**src/rtl/npe_pkg.sv**
```systemverilog
// Shared types and constants for the nearest-point Euclidean search block.
`default_nettype none
package npe_pkg;

    localparam int COORD_W = 24;   // signed Q12.12 coordinate
    localparam int MAG_W   = 24;   // magnitude of a coordinate difference
    localparam int SQ_W    = 48;   // square of one magnitude
    localparam int SUM_W   = 50;   // sum of three squares
    localparam int ROOT_W  = 25;   // floor root of the sum
    localparam int DIST_W  = 26;   // distance port width
    localparam int IDX_W   = 10;   // nearest index port width
    localparam int DATA_W  = 32;   // configuration data width
    localparam int ADDR_W  = 4;    // configuration address width

    // Configuration register indexes (byte address / 4)
    localparam logic [1:0] REG_LAT = 2'd0;
    localparam logic [1:0] REG_LON = 2'd1;
    localparam logic [1:0] REG_ALT = 2'd2;

    // One queued item: exact squared sum and the end-of-set mark
    typedef struct packed {
        logic [SUM_W-1:0] sum;
        logic             last;
    } npe_item_t;

    typedef enum logic [1:0] {
        ST_IDLE,
        ST_ROOT,
        ST_DONE
    } npe_back_state_t;

endpackage
`default_nettype wire

```
**src/rtl/npe_front.sv**
```systemverilog
// Front end: accepts points, forms squared differences and their sum.
`default_nettype none
module npe_front #(
    parameter int QUEUE_DEPTH = 4
) (
    input  wire logic                              clk,
    input  wire logic                              rst_n,
    input  wire logic                              push,
    output logic                                   full,
    input  wire logic signed [npe_pkg::COORD_W-1:0] pt_lat,
    input  wire logic signed [npe_pkg::COORD_W-1:0] pt_lon,
    input  wire logic signed [npe_pkg::COORD_W-1:0] pt_alt,
    input  wire logic                              set_end,
    input  wire logic signed [npe_pkg::COORD_W-1:0] ref_lat,
    input  wire logic signed [npe_pkg::COORD_W-1:0] ref_lon,
    input  wire logic signed [npe_pkg::COORD_W-1:0] ref_alt,
    input  wire logic                              credit_return,
    output logic                                   q_push,
    output npe_pkg::npe_item_t                     q_item
);

    localparam int CRED_W = $clog2(QUEUE_DEPTH + 1);

    function automatic logic [npe_pkg::MAG_W-1:0] abs_diff(
        input logic [npe_pkg::COORD_W-1:0] a,
        input logic [npe_pkg::COORD_W-1:0] b
    );
        logic signed [npe_pkg::COORD_W:0] d;
        logic        [npe_pkg::COORD_W:0] m;
        begin
            d = $signed({a[npe_pkg::COORD_W-1], a}) - $signed({b[npe_pkg::COORD_W-1], b});
            m = d[npe_pkg::COORD_W] ? (~d + 1'b1) : d;
            abs_diff = m[npe_pkg::MAG_W-1:0];
        end
    endfunction

    logic [CRED_W-1:0]         credit_reg, credit_next;
    logic                      v1_reg, v2_reg, v3_reg;
    logic [npe_pkg::MAG_W-1:0] m_lat_reg, m_lon_reg, m_alt_reg;
    logic [npe_pkg::SQ_W-1:0]  s_lat_reg, s_lon_reg, s_alt_reg;
    logic [npe_pkg::SUM_W-1:0] sum_reg;
    logic                      last1_reg, last2_reg, last3_reg;
    logic                      accept;

    assign full   = (credit_reg == '0);
    assign accept = push && !full;

    // A credit is spent on accept and returned when the back end pops an item from the queue
    always_comb
    begin
        credit_next = credit_reg;
        if (accept && !credit_return)
        begin
            credit_next = credit_reg - 1'b1;
        end
        else if (!accept && credit_return)
        begin
            credit_next = credit_reg + 1'b1;
        end
    end

    always_ff @(posedge clk or negedge rst_n)
    begin
        if (!rst_n)
        begin
            credit_reg <= CRED_W'(QUEUE_DEPTH);
            v1_reg     <= 1'b0;
            v2_reg     <= 1'b0;
            v3_reg     <= 1'b0;
        end
        else
        begin
            credit_reg <= credit_next;
            v1_reg     <= accept;
            v2_reg     <= v1_reg;
            v3_reg     <= v2_reg;
        end
    end

    always_ff @(posedge clk)
    begin
        m_lat_reg <= abs_diff(ref_lat, pt_lat);
        m_lon_reg <= abs_diff(ref_lon, pt_lon);
        m_alt_reg <= abs_diff(ref_alt, pt_alt);
        last1_reg <= set_end;
        s_lat_reg <= m_lat_reg * m_lat_reg;
        s_lon_reg <= m_lon_reg * m_lon_reg;
        s_alt_reg <= m_alt_reg * m_alt_reg;
        last2_reg <= last1_reg;
        sum_reg   <= npe_pkg::SUM_W'(s_lat_reg) + npe_pkg::SUM_W'(s_lon_reg)
                   + npe_pkg::SUM_W'(s_alt_reg);
        last3_reg <= last2_reg;
    end

    assign q_push      = v3_reg;
    assign q_item.sum  = sum_reg;
    assign q_item.last = last3_reg;

endmodule
`default_nettype wire

```
**src/rtl/npe_queue.sv**
```systemverilog
// Short queue of squared sums between the front and back ends.
`default_nettype none
module npe_queue #(
    parameter int DEPTH = 4
) (
    input  wire logic               clk,
    input  wire logic               rst_n,
    input  wire logic               push,
    input  wire npe_pkg::npe_item_t push_item,
    input  wire logic               pop,
    output logic                    empty,
    output npe_pkg::npe_item_t      head_item
);

    localparam int PTR_W = $clog2(DEPTH);
    localparam int CNT_W = $clog2(DEPTH + 1);

    npe_pkg::npe_item_t entry_reg [DEPTH];
    logic [PTR_W-1:0]   wr_ptr_reg, rd_ptr_reg;
    logic [CNT_W-1:0]   count_reg, count_next;

    assign empty     = (count_reg == '0);
    assign head_item = entry_reg[rd_ptr_reg];

    always_comb
    begin
        count_next = count_reg;
        if (push && !pop)
        begin
            count_next = count_reg + 1'b1;
        end
        else if (!push && pop)
        begin
            count_next = count_reg - 1'b1;
        end
    end

    always_ff @(posedge clk or negedge rst_n)
    begin
        if (!rst_n)
        begin
            wr_ptr_reg <= '0;
            rd_ptr_reg <= '0;
            count_reg  <= '0;
        end
        else
        begin
            count_reg <= count_next;
            if (push)
            begin
                wr_ptr_reg <= (wr_ptr_reg == PTR_W'(DEPTH - 1)) ? '0 : wr_ptr_reg + 1'b1;
            end
            if (pop)
            begin
                rd_ptr_reg <= (rd_ptr_reg == PTR_W'(DEPTH - 1)) ? '0 : rd_ptr_reg + 1'b1;
            end
        end
    end

    always_ff @(posedge clk)
    begin
        if (push)
        begin
            entry_reg[wr_ptr_reg] <= push_item;
        end
    end

`ifndef SYNTH
    a_no_overflow: assert property (@(posedge clk) disable iff (!rst_n)
        push && !pop |-> count_reg != CNT_W'(DEPTH))
        else $error("queue written while full");
    a_no_underflow: assert property (@(posedge clk) disable iff (!rst_n)
        pop |-> count_reg != '0)
        else $error("queue read while empty");
    a_count_step: assert property (@(posedge clk) disable iff (!rst_n)
        push && !pop |=> count_reg == $past(count_reg) + 1'b1)
        else $error("queue count did not advance on write");
`endif

endmodule
`default_nettype wire

```
**src/rtl/npe_back.sv**
```systemverilog
// Back end: iterative floor root, running nearest tracking, result register.
`default_nettype none
module npe_back #(
    parameter int MAX_POINTS = 1024
) (
    input  wire logic                          clk,
    input  wire logic                          rst_n,
    input  wire logic                          q_empty,
    input  wire npe_pkg::npe_item_t            q_item,
    output logic                               q_pop,
    input  wire logic                          pop,
    output logic                               empty,
    output logic [npe_pkg::DIST_W-1:0]         point_distance,
    output logic [npe_pkg::IDX_W-1:0]          nearest_index,
    output logic [npe_pkg::DIST_W-1:0]         nearest_distance,
    output logic                               set_done
);

    localparam int POS_W = $clog2(MAX_POINTS);
    localparam int SW    = npe_pkg::SUM_W;
    localparam int RW    = npe_pkg::ROOT_W;
    localparam logic [SW-1:0] ROOT_START = SW'(1) << (SW - 2);

    npe_pkg::npe_back_state_t state_reg, state_next;

    logic [SW-1:0]    rem_reg, rem_next;
    logic [SW-1:0]    res_reg, res_next;
    logic [SW-1:0]    bit_reg, bit_next;
    logic [SW-1:0]    sum_reg, sum_next;
    logic             last_reg, last_next;
    logic [SW:0]      trial;

    logic [SW-1:0]    best_sum_reg, best_sum_next;
    logic [POS_W-1:0] best_pos_reg, best_pos_next;
    logic [RW-1:0]    best_root_reg, best_root_next;
    logic [POS_W-1:0] seen_reg, seen_next;

    logic             out_valid_reg, out_valid_next;
    logic [RW-1:0]    pd_reg, nd_reg;
    logic [POS_W-1:0] ni_reg;
    logic             done_reg;
    logic             load_out;
    logic             better;
    logic [RW-1:0]    root;
    logic [npe_pkg::IDX_W+POS_W-1:0] idx_wide;

    assign root   = res_reg[RW-1:0];
    assign better = (seen_reg == '0) || (sum_reg < best_sum_reg);
    assign trial  = {1'b0, res_reg} + {1'b0, bit_reg};

    always_comb
    begin
        state_next     = state_reg;
        rem_next       = rem_reg;
        res_next       = res_reg;
        bit_next       = bit_reg;
        sum_next       = sum_reg;
        last_next      = last_reg;
        best_sum_next  = best_sum_reg;
        best_pos_next  = best_pos_reg;
        best_root_next = best_root_reg;
        seen_next      = seen_reg;
        q_pop          = 1'b0;
        load_out       = 1'b0;
        unique case (state_reg)
            npe_pkg::ST_IDLE:
            begin
                if (!q_empty)
                begin
                    q_pop      = 1'b1;
                    rem_next   = q_item.sum;
                    sum_next   = q_item.sum;
                    last_next  = q_item.last;
                    res_next   = '0;
                    bit_next   = ROOT_START;
                    state_next = npe_pkg::ST_ROOT;
                end
            end
            npe_pkg::ST_ROOT:
            begin
                // one root bit per cycle
                if ({1'b0, rem_reg} >= trial)
                begin
                    rem_next = rem_reg - trial[SW-1:0];
                    res_next = (res_reg >> 1) + bit_reg;
                end
                else
                begin
                    res_next = res_reg >> 1;
                end
                bit_next = bit_reg >> 2;
                if (bit_reg[0])
                begin
                    state_next = npe_pkg::ST_DONE;
                end
            end
            npe_pkg::ST_DONE:
            begin
                // hold until the result register is free
                if (!out_valid_reg || pop)
                begin
                    load_out   = 1'b1;
                    state_next = npe_pkg::ST_IDLE;
                    if (last_reg)
                    begin
                        best_sum_next  = '0;
                        best_pos_next  = '0;
                        best_root_next = '0;
                        seen_next      = '0;
                    end
                    else
                    begin
                        if (better)
                        begin
                            best_sum_next  = sum_reg;
                            best_pos_next  = seen_reg;
                            best_root_next = root;
                        end
                        if (seen_reg != POS_W'(MAX_POINTS - 1))
                        begin
                            seen_next = seen_reg + 1'b1;
                        end
                    end
                end
            end
            default:
            begin
                state_next = npe_pkg::ST_IDLE;
            end
        endcase
    end

    always_comb
    begin
        out_valid_next = out_valid_reg;
        if (pop)
        begin
            out_valid_next = 1'b0;
        end
        if (load_out)
        begin
            out_valid_next = 1'b1;
        end
    end

    always_ff @(posedge clk or negedge rst_n)
    begin
        if (!rst_n)
        begin
            state_reg     <= npe_pkg::ST_IDLE;
            out_valid_reg <= 1'b0;
            best_sum_reg  <= '0;
            best_pos_reg  <= '0;
            best_root_reg <= '0;
            seen_reg      <= '0;
        end
        else
        begin
            state_reg     <= state_next;
            out_valid_reg <= out_valid_next;
            best_sum_reg  <= best_sum_next;
            best_pos_reg  <= best_pos_next;
            best_root_reg <= best_root_next;
            seen_reg      <= seen_next;
        end
    end

    always_ff @(posedge clk)
    begin
        rem_reg  <= rem_next;
        res_reg  <= res_next;
        bit_reg  <= bit_next;
        sum_reg  <= sum_next;
        last_reg <= last_next;
        if (load_out)
        begin
            pd_reg   <= root;
            ni_reg   <= better ? seen_reg : best_pos_reg;
            nd_reg   <= better ? root : best_root_reg;
            done_reg <= last_reg;
        end
    end

    assign idx_wide         = {{npe_pkg::IDX_W{1'b0}}, ni_reg};
    assign empty            = !out_valid_reg;
    assign point_distance   = npe_pkg::DIST_W'(pd_reg);
    assign nearest_index    = idx_wide[npe_pkg::IDX_W-1:0];
    assign nearest_distance = npe_pkg::DIST_W'(nd_reg);
    assign set_done         = done_reg;

`ifndef SYNTH
    a_pop_starts_root: assert property (@(posedge clk) disable iff (!rst_n)
        q_pop |=> state_reg == npe_pkg::ST_ROOT)
        else $error("queue read did not start a root run");
    a_no_overwrite: assert property (@(posedge clk) disable iff (!rst_n)
        load_out |-> !out_valid_reg || pop)
        else $error("waiting result overwritten");
    a_best_in_range: assert property (@(posedge clk) disable iff (!rst_n)
        best_pos_reg <= seen_reg)
        else $error("nearest position ahead of points seen");
`endif

endmodule
`default_nettype wire

```
**src/rtl/nearest_point_euclidean_search.sv**
```systemverilog
// Top level of the nearest-point Euclidean search: registers, front, queue, back.
//
//  Channel   Signals                               Beat taken when
//  --------  ------------------------------------  -----------------------------
//  config    psel penable pwrite paddr pwdata      psel & penable & pwrite
//            prdata pready                         (pready tied high)
//  points    push full pt_lat pt_lon pt_alt        push & !full
//            set_end
//  results   empty pop point_distance              pop & !empty
//            nearest_index nearest_distance set_done
//
// Each point passes ST_IDLE (pulled from the queue), ST_ROOT (bit-serial floor root,
// one result bit per cycle) and ST_DONE (committed once the result register is free).
// That root loop sets the sustained rate; the front registers magnitudes, squares, sum.
// rst_n clears the reference registers, the tracking state, queue and credits.
// full rises when the queue and the front pipeline hold QUEUE_DEPTH points;
// a result waits in its register while the back end already works on the next.
`default_nettype none
module nearest_point_euclidean_search #(
    parameter int MAX_POINTS  = 1024,
    parameter int QUEUE_DEPTH = 4
) (
    input  wire logic                                clk,
    input  wire logic                                rst_n,
    // configuration port
    input  wire logic                                psel,
    input  wire logic                                penable,
    input  wire logic                                pwrite,
    input  wire logic [npe_pkg::ADDR_W-1:0]          paddr,
    input  wire logic [npe_pkg::DATA_W-1:0]          pwdata,
    output logic [npe_pkg::DATA_W-1:0]               prdata,
    output logic                                     pready,
    // point input
    input  wire logic                                push,
    output logic                                     full,
    input  wire logic signed [npe_pkg::COORD_W-1:0]  pt_lat,
    input  wire logic signed [npe_pkg::COORD_W-1:0]  pt_lon,
    input  wire logic signed [npe_pkg::COORD_W-1:0]  pt_alt,
    input  wire logic                                set_end,
    // result output
    output logic                                     empty,
    input  wire logic                                pop,
    output logic [npe_pkg::DIST_W-1:0]               point_distance,
    output logic [npe_pkg::IDX_W-1:0]                nearest_index,
    output logic [npe_pkg::DIST_W-1:0]               nearest_distance,
    output logic                                     set_done
);

    logic signed [npe_pkg::COORD_W-1:0] ref_lat_reg, ref_lon_reg, ref_alt_reg;
    logic [1:0]                         reg_idx;
    logic                               cfg_write;
    logic                               q_push, q_pop, q_empty;
    npe_pkg::npe_item_t                 q_in_item, q_head_item;

    assign pready    = 1'b1;
    assign reg_idx   = paddr[3:2];
    assign cfg_write = psel && penable && pwrite && pready;

    // Reference point registers; a write to an unused index is dropped
    always_ff @(posedge clk or negedge rst_n)
    begin
        if (!rst_n)
        begin
            ref_lat_reg <= '0;
            ref_lon_reg <= '0;
            ref_alt_reg <= '0;
        end
        else if (cfg_write)
        begin
            unique case (reg_idx)
                npe_pkg::REG_LAT: ref_lat_reg <= pwdata[npe_pkg::COORD_W-1:0];
                npe_pkg::REG_LON: ref_lon_reg <= pwdata[npe_pkg::COORD_W-1:0];
                npe_pkg::REG_ALT: ref_alt_reg <= pwdata[npe_pkg::COORD_W-1:0];
                default:
                begin
                end
            endcase
        end
    end

    // Read back sign-extended to the bus width
    always_comb
    begin
        unique case (reg_idx)
            npe_pkg::REG_LAT: prdata = npe_pkg::DATA_W'(ref_lat_reg);
            npe_pkg::REG_LON: prdata = npe_pkg::DATA_W'(ref_lon_reg);
            npe_pkg::REG_ALT: prdata = npe_pkg::DATA_W'(ref_alt_reg);
            default:          prdata = '0;
        endcase
    end

    npe_front #(
        .QUEUE_DEPTH (QUEUE_DEPTH)
    ) u_front (
        .clk           (clk),
        .rst_n         (rst_n),
        .push          (push),
        .full          (full),
        .pt_lat        (pt_lat),
        .pt_lon        (pt_lon),
        .pt_alt        (pt_alt),
        .set_end       (set_end),
        .ref_lat       (ref_lat_reg),
        .ref_lon       (ref_lon_reg),
        .ref_alt       (ref_alt_reg),
        .credit_return (q_pop),
        .q_push        (q_push),
        .q_item        (q_in_item)
    );

    npe_queue #(
        .DEPTH (QUEUE_DEPTH)
    ) u_queue (
        .clk       (clk),
        .rst_n     (rst_n),
        .push      (q_push),
        .push_item (q_in_item),
        .pop       (q_pop),
        .empty     (q_empty),
        .head_item (q_head_item)
    );

    npe_back #(
        .MAX_POINTS (MAX_POINTS)
    ) u_back (
        .clk              (clk),
        .rst_n            (rst_n),
        .q_empty          (q_empty),
        .q_item           (q_head_item),
        .q_pop            (q_pop),
        .pop              (pop),
        .empty            (empty),
        .point_distance   (point_distance),
        .nearest_index    (nearest_index),
        .nearest_distance (nearest_distance),
        .set_done         (set_done)
    );

endmodule
`default_nettype wire
```
**config.mk**
```make
export PLATFORM = sky130hd
export DESIGN_NAME = nearest_point_euclidean_search
export DESIGN_NICKNAME = d
export VERILOG_FILES = /design/src/rtl/npe_pkg.sv /design/src/rtl/npe_front.sv /design/src/rtl/npe_queue.sv /design/src/rtl/npe_back.sv /design/src/rtl/nearest_point_euclidean_search.sv
export SDC_FILE = /design/constraint.sdc
export NUM_CORES = 2
export LEC_CHECK = 0
export BUFFER_PORTS_ARGS = -buffer_cell sky130_fd_sc_hd__buf_2
export CORE_ASPECT_RATIO = 1.75
export CORE_MARGIN = 2
export CORE_UTILIZATION = 25
export DETAILED_ROUTE_END_ITERATION = 8
export PLACE_DENSITY_LB_ADDON = 0.05
export REMOVE_ABC_BUFFERS = 1
export SLEW_MARGIN = 20
export SYNTH_ARGS = -nofsm -noshare
export SYNTH_HDL_FRONTEND = slang
export SYNTH_SLANG_ARGS = --single-unit
export TNS_END_PERCENT = 10
```
**constraint.sdc**
```tcl
create_clock -name clk -period 9 [get_ports clk]
set_clock_uncertainty 0.1 [all_clocks]
set_input_delay 0.9 -clock clk [delete_from_list [all_inputs] [get_ports clk]]
set_output_delay 0.9 -clock clk [all_outputs]
set_load 0.005 [all_outputs]
```
# Word level (Yosys, flattened, before mapping)
# Memory sizes are Yosys's and may differ from the RTL's.
# Index checks and enable logic that the tools add are counted.
dict set report word_totals {
  ram_bits 204
  input_bits 116
  wordCells 147
  memories 1
  regBits 714
}
# name depth word_bits rd rd_clocked_by_memory_dff wr line
set memory_table {}
lappend memory_table {u_queue.entry_reg 4 51 1 0 1 npe_queue.sv:18} ;# npe_pkg::npe_item_t entry_reg [DEPTH];
dict set report classes {
  reduce_logical 35
  bitwise_logic 4
  n_addsub 18
  order_cmp 2
  muxes 38
  multipliers 3
  eq_ne 11
}
# op count
set ops {}
lappend ops {{50-bit two-way mux} 7}
lappend ops {{50-bit one-hot mux with 2 select lines} 3}
lappend ops {{24-bit by 24-bit multiplier with 48-bit output} 3}
lappend ops {{32-bit one-hot mux with 3 select lines} 1}
lappend ops {{24-bit by 24-bit subtractor with 25-bit output} 3}
lappend ops {{24-bit by 1-bit adder with 24-bit output, second input constant} 3}
lappend ops {{24-bit two-way mux} 3}
lappend ops {{24-bit NOT} 3}
lappend ops {{50-bit by 50-bit adder with 51-bit output} 1}
lappend ops {{50-bit by 51-bit >= comparator with 1-bit output} 1}
lappend ops {{49-bit by 50-bit adder with 50-bit output} 1}
lappend ops {{50-bit by 48-bit adder with 50-bit output} 1}
lappend ops {{50-bit less-than comparator} 1}
lappend ops {{25-bit two-way mux} 2}
lappend ops {{50-bit subtractor} 1}
lappend ops {{48-bit by 48-bit adder with 49-bit output} 1}
lappend ops {{10-bit two-way mux} 4}
lappend ops {{3-bit two-way mux} 4}
lappend ops {{2-bit AND reduction} 6}
lappend ops {{3-bit AND reduction} 4}
lappend ops {{2-bit nonzero test} 6}
lappend ops {{10-bit by 1-bit adder with 10-bit output, second input constant} 1}
lappend ops {{10-bit zero test} 1}
lappend ops {{2-bit two-way mux} 5}
lappend ops {{16 further kinds} 45}

# Logic depth before layout (Yosys ltp)
dict set report depth {
  word_depth 7
  mapped_depth 29
  ltp_nobuf 27
}

# Cells and area by module
# A second synthesis with hierarchy kept.
dict set report unflattened {
  cells_unflattened 9430
  hier_area_um2 94834.7
}
# module instances area_per_inst_um2 cells_per_inst
set by_module_without_submodules {}
lappend by_module_without_submodules {npe_front 1 62916.6 6892}
lappend by_module_without_submodules {npe_back 1 20728.6 1988}
lappend by_module_without_submodules {npe_queue 1 7830.0 303}
lappend by_module_without_submodules {nearest_point_euclidean_search 1 3359.5 247}

# Worst setup path after synthesis
# OpenSTA, ideal clock, no wires.
dict set report synth_timing {
  kind {register -> register}
  from {register u_front.m_lat_reg[2] (netlist bit)}
  to {register u_front.s_lat_reg[44] (netlist bit)}
  arrival_time_ps 7293
  synth_period_minus_slack_ps 7465
  n_path_buf 1
  slack_ps 1535
  path_stages_with_launch 28
  cell_sequence {dfxtp_1 > clkbuf_1 > nand2_1 > fa_1 > inv_1 > fa_1 > inv_1 > fa_1 > inv_1 > fa_1 > inv_1 > fa_1 > inv_1 > fa_1 > inv_1 > fa_1 > inv_1 > ha_1 > and3_1 > and2_0 > a221oi_1 > o221ai_1 > a211oi_1 > a31oi_1 > a311o_1 > a31o_2 > a21oi_1 > xnor2_1}
}
dict set report synth_via {
  elab_chain_len 1
}
# item line
set synth_rtl {}
lappend synth_rtl {{start, declared} npe_front.sv:39} ;# logic [npe_pkg::MAG_W-1:0] m_lat_reg, m_lon_reg, m_alt_reg;
lappend synth_rtl {{start signal, assigned} npe_front.sv:82} ;# m_lat_reg <= abs_diff(ref_lat, pt_lat);
lappend synth_rtl {{24-bit by 24-bit multiplier with 48-bit output} npe_front.sv:86} ;# s_lat_reg <= m_lat_reg * m_lat_reg;
lappend synth_rtl {{end signal, assigned} npe_front.sv:86}
lappend synth_rtl {{end, declared} npe_front.sv:40} ;# logic [npe_pkg::SQ_W-1:0] s_lat_reg, s_lon_reg, s_alt_reg;
# Every way passes these cells.
# A chain may end at the register's enable or synchronous reset.

# Final worst setup path
dict set report layout_timing {
  from {register u_front.m_lon_reg[11] (netlist bit)}
  to {register u_front.s_lon_reg[40] (netlist bit)}
}
dict set report layout_via {
  elab_chain_len 1
}
# item line
set layout_rtl {}
lappend layout_rtl {{start, declared} npe_front.sv:39}
lappend layout_rtl {{start signal, assigned} npe_front.sv:83} ;# m_lon_reg <= abs_diff(ref_lon, pt_lon);
lappend layout_rtl {{24-bit by 24-bit multiplier with 48-bit output} npe_front.sv:87} ;# s_lon_reg <= m_lon_reg * m_lon_reg;
lappend layout_rtl {{end signal, assigned} npe_front.sv:87}
lappend layout_rtl {{end, declared} npe_front.sv:40}
# Every way passes these cells.

==> flow_metrics.tcl <==
set metrics [dict create \
    cp.buffers_inverters 5 \
    cts_buffer_depth 3 \
    initial_utilization_pct 25.13 \
    grt_max_degree 72 \
    synth-main-ff-cell "edfxtp_1" \
    fin_crit_ns 8.499 \
    port_buffers 200 \
    ys_top_cells_by_count "2019 x inv_1, 1273 x fa_1, 862 x ha_1" \
    netlist.top_cell.by_area "fa_1" \
    largest_reg_flops 204 \
    avgSynthCellArea_um2 9.897 \
    clk_pin_slew_ns 0.07 \
    dp_hpwl_mm 273.8 \
    grt_pass1_vias 74920 \
    cp-startpoint "u_front.m_lon_reg[11]" \
    r2r-end "u_front.s_lon_reg[40]" \
    nets 12060 \
    cap_violations 0 \
    slew_headroom_pct 20.89 \
    syn_to_final_growth_pct 12.04 \
    drc 0 \
    grt-ovfl-total 0 \
    cts_resized 0 \
    critical-path-slowest-cell "dfxtp_1" \
    cts_sinks 890 \
    arrival_ns 9.07 \
    drive_gt1_share_pct 8.163 \
    antenna_found_initial 33 \
    timing.final.ws_setup_ns 0.5008 \
    r2r_start "u_front.m_lon_reg[11]" \
    drt-total-wl_mm 322.8 \
    setup_tns_ns 0 \
    core_area_um2 379000 \
    finalSetupViolCount 0 \
    async_reset_ff_share_pct 20.56 \
    syn-cell-area_um2 95240 \
    fin_crit_sh_pct 94.44 \
    avgRoutedWirePerCell_um 21.69 \
    synth_top_area_share_pct 26.76 \
    cts_inserted_buffers 103 \
    r2r_slack_ns 0.50 \
    gp_congestion 0.8492 \
    fmax_mhz 117.7 \
    synth.ff_latch_count 890 \
    worst-path-stages 23 \
    hold_ws_ns 0.09475 \
    die_area_um2 386100 \
    die_h_um 820.5 \
    hold_viol 0 \
    htree_levels 3 \
    die_w_um 470.6 \
    fp-row-count 299 \
    rsz0062_at_grt "false" \
    ys_types 94 \
    cp_slowest_stage_delay_ns 0.75 \
    yosysMostFrequentCell "inv_1" \
    synthCells 9623 \
    ys_seq_area_share_pct 24.31 \
    holdPathStages 1 \
    viasPerCell 4.467 \
    status "complete, no violations" \
    ant_nets 0 \
    worst_r2r_path_depth 23 \
    tightest_slew_ns 1.178 \
    grt_pass1_wl_mm 480.5 \
    cp-endpoint "u_front.s_lon_reg[40]" \
    cp.required_ns 9.57 \
    yosysWarningCount 0 \
    path_common_cell "fa_1" \
    crit_path_start_kind "flop" \
    root_buffer "clkbuf_16" \
    crit_path_cell_trace "buf_4 > and2_1 > ha_1 > xor2_1 > fa_1 > inv_1 > fa_1 > fa_1 > fa_1 > fa_1 > inv_1 > fa_1 > inv_1 > ha_1 > nand3_1 > o311ai_0 > o22ai_1 > nor3_1 > buf_4 > o21ai_1 > o311ai_0 > nor4_1 > a311o_1" \
    synth_edf_count 441 \
    io_pins 214 \
    end_kind "flop" \
    via_count 66480 \
    worstPathMaxFanout 16 \
    pre_cts_slack_ns 0.4294 \
    final_max_slew_viol_count 0 \
    grt.total_usage_pct 16.71 \
    insertion_delay_ns 0.81 \
    min_path_type "in2reg" \
    critical_path_class "reg2reg" \
    path_delay_family "adder cells" \
    cts_tree "done" \
    dr.pass1.iters 5 \
    yosys-top-cells-area "fa_1 27%, edfxtp_1 14%, ha_1 11%" \
    drtIter0Drc 2565 \
]
==> logic make-up after synthesis <==
group | after synthesis | share of synthesized area [%]
compound gates | 1492 | 10.32
xor+xnor | 467 | 4.295
fa+ha+maj | 2135 | 38.08
buf+inv | 2322 | 9.217
flops | 890 | 24.31
mux | 204 | 2.956
other cells | 2 | 0.007885
simple gates | 2111 | 10.82
==> how the worst min path moves through the flow <==
stage	slack, ns	start	end
after global placement	0.24	u_front.v1_reg	u_front.v2_reg
after floorplan	0.21	u_front.last1_reg	u_front.last2_reg
after detailed placement	0.24	u_front.v1_reg	u_front.v2_reg
after global routing	0.03	set_end	u_front.last1_reg
after CTS	0.005	set_end	u_front.last1_reg
final	0.09	set_end	u_front.last1_reg
==> layout by cell type (no fill, tap or decap), drive strengths merged, types with 27 or more instances in the layout <==
cell type,synthesis,layout
fa,1273,1273
nor2,352,352
clkinv,1,28
and2,400,400
a31oi,91,91
or3,27,27
mux2,108,108
inv,2019,2031
a211oi,59,59
a21oi,375,375
nand2,785,785
a21o,223,223
o21a,51,51
edfxtp,441,441
a22o,86,86
o31ai,35,35
and3,58,58
nor3,84,84
o21ai,284,284
nor2b,86,86
clkbuf,263,135
xnor2,273,273
xor2,194,194
a31o,29,29
nand3,106,106
dfrtp,182,182
nand2b,53,53
mux2i,45,45
nand4,59,59
dfxtp,266,266
mux4,51,51
buf,39,379
o21bai,50,50
ha,862,862
==> timing repair <==
| item | 4_1_cts | 5_1_grt |
|---|---|---|
| buffers inserted | 0 | 0 |
| hold endpoints to repair | 52 | 0 |
| hold buffers | 1 | 0 |
==> per-layer routing <==
layer | vias up | wire (um) | part of all wire (%) | track usage, %
met5 | - | 55 | 0.017 | 0
met4 | 10 | 17930 | 5.6 | 7.982
met3 | 385 | 6885 | 2.1 | 1.479
met2 | 893 | 189900 | 59 | 35.20
met1 | 33680 | 108100 | 33 | 15.68
li1 | 31510 | - | - | -
==> per-stage QoR <==
step           util, %  instance area [um^2]  instances
2_1_floorplan        -                 94050       9322
3_3_place_gp     27.11                102800      14670
3_5_place_dp     27.11                102800      14670
4_1_cts          28.14                106700      14860
5_1_grt          28.15                106700      14870
6_report         28.16                106700      14880
==> cell type report <==
type	instances	area [um^2]
diodes	19	47.55
flip-flops and latches	890	23150
multi-input cells	6412	63390
fillers	40130	272300
repair buffers	380	2415
well taps	4966	6213
inverters	2020	7585
clock buffers	135	2968
clock inverters	61	933.4
Power is left out: the tool's default activity adds up to more than one toggle a clock period on the data nets, which glitch-free logic cannot reach.
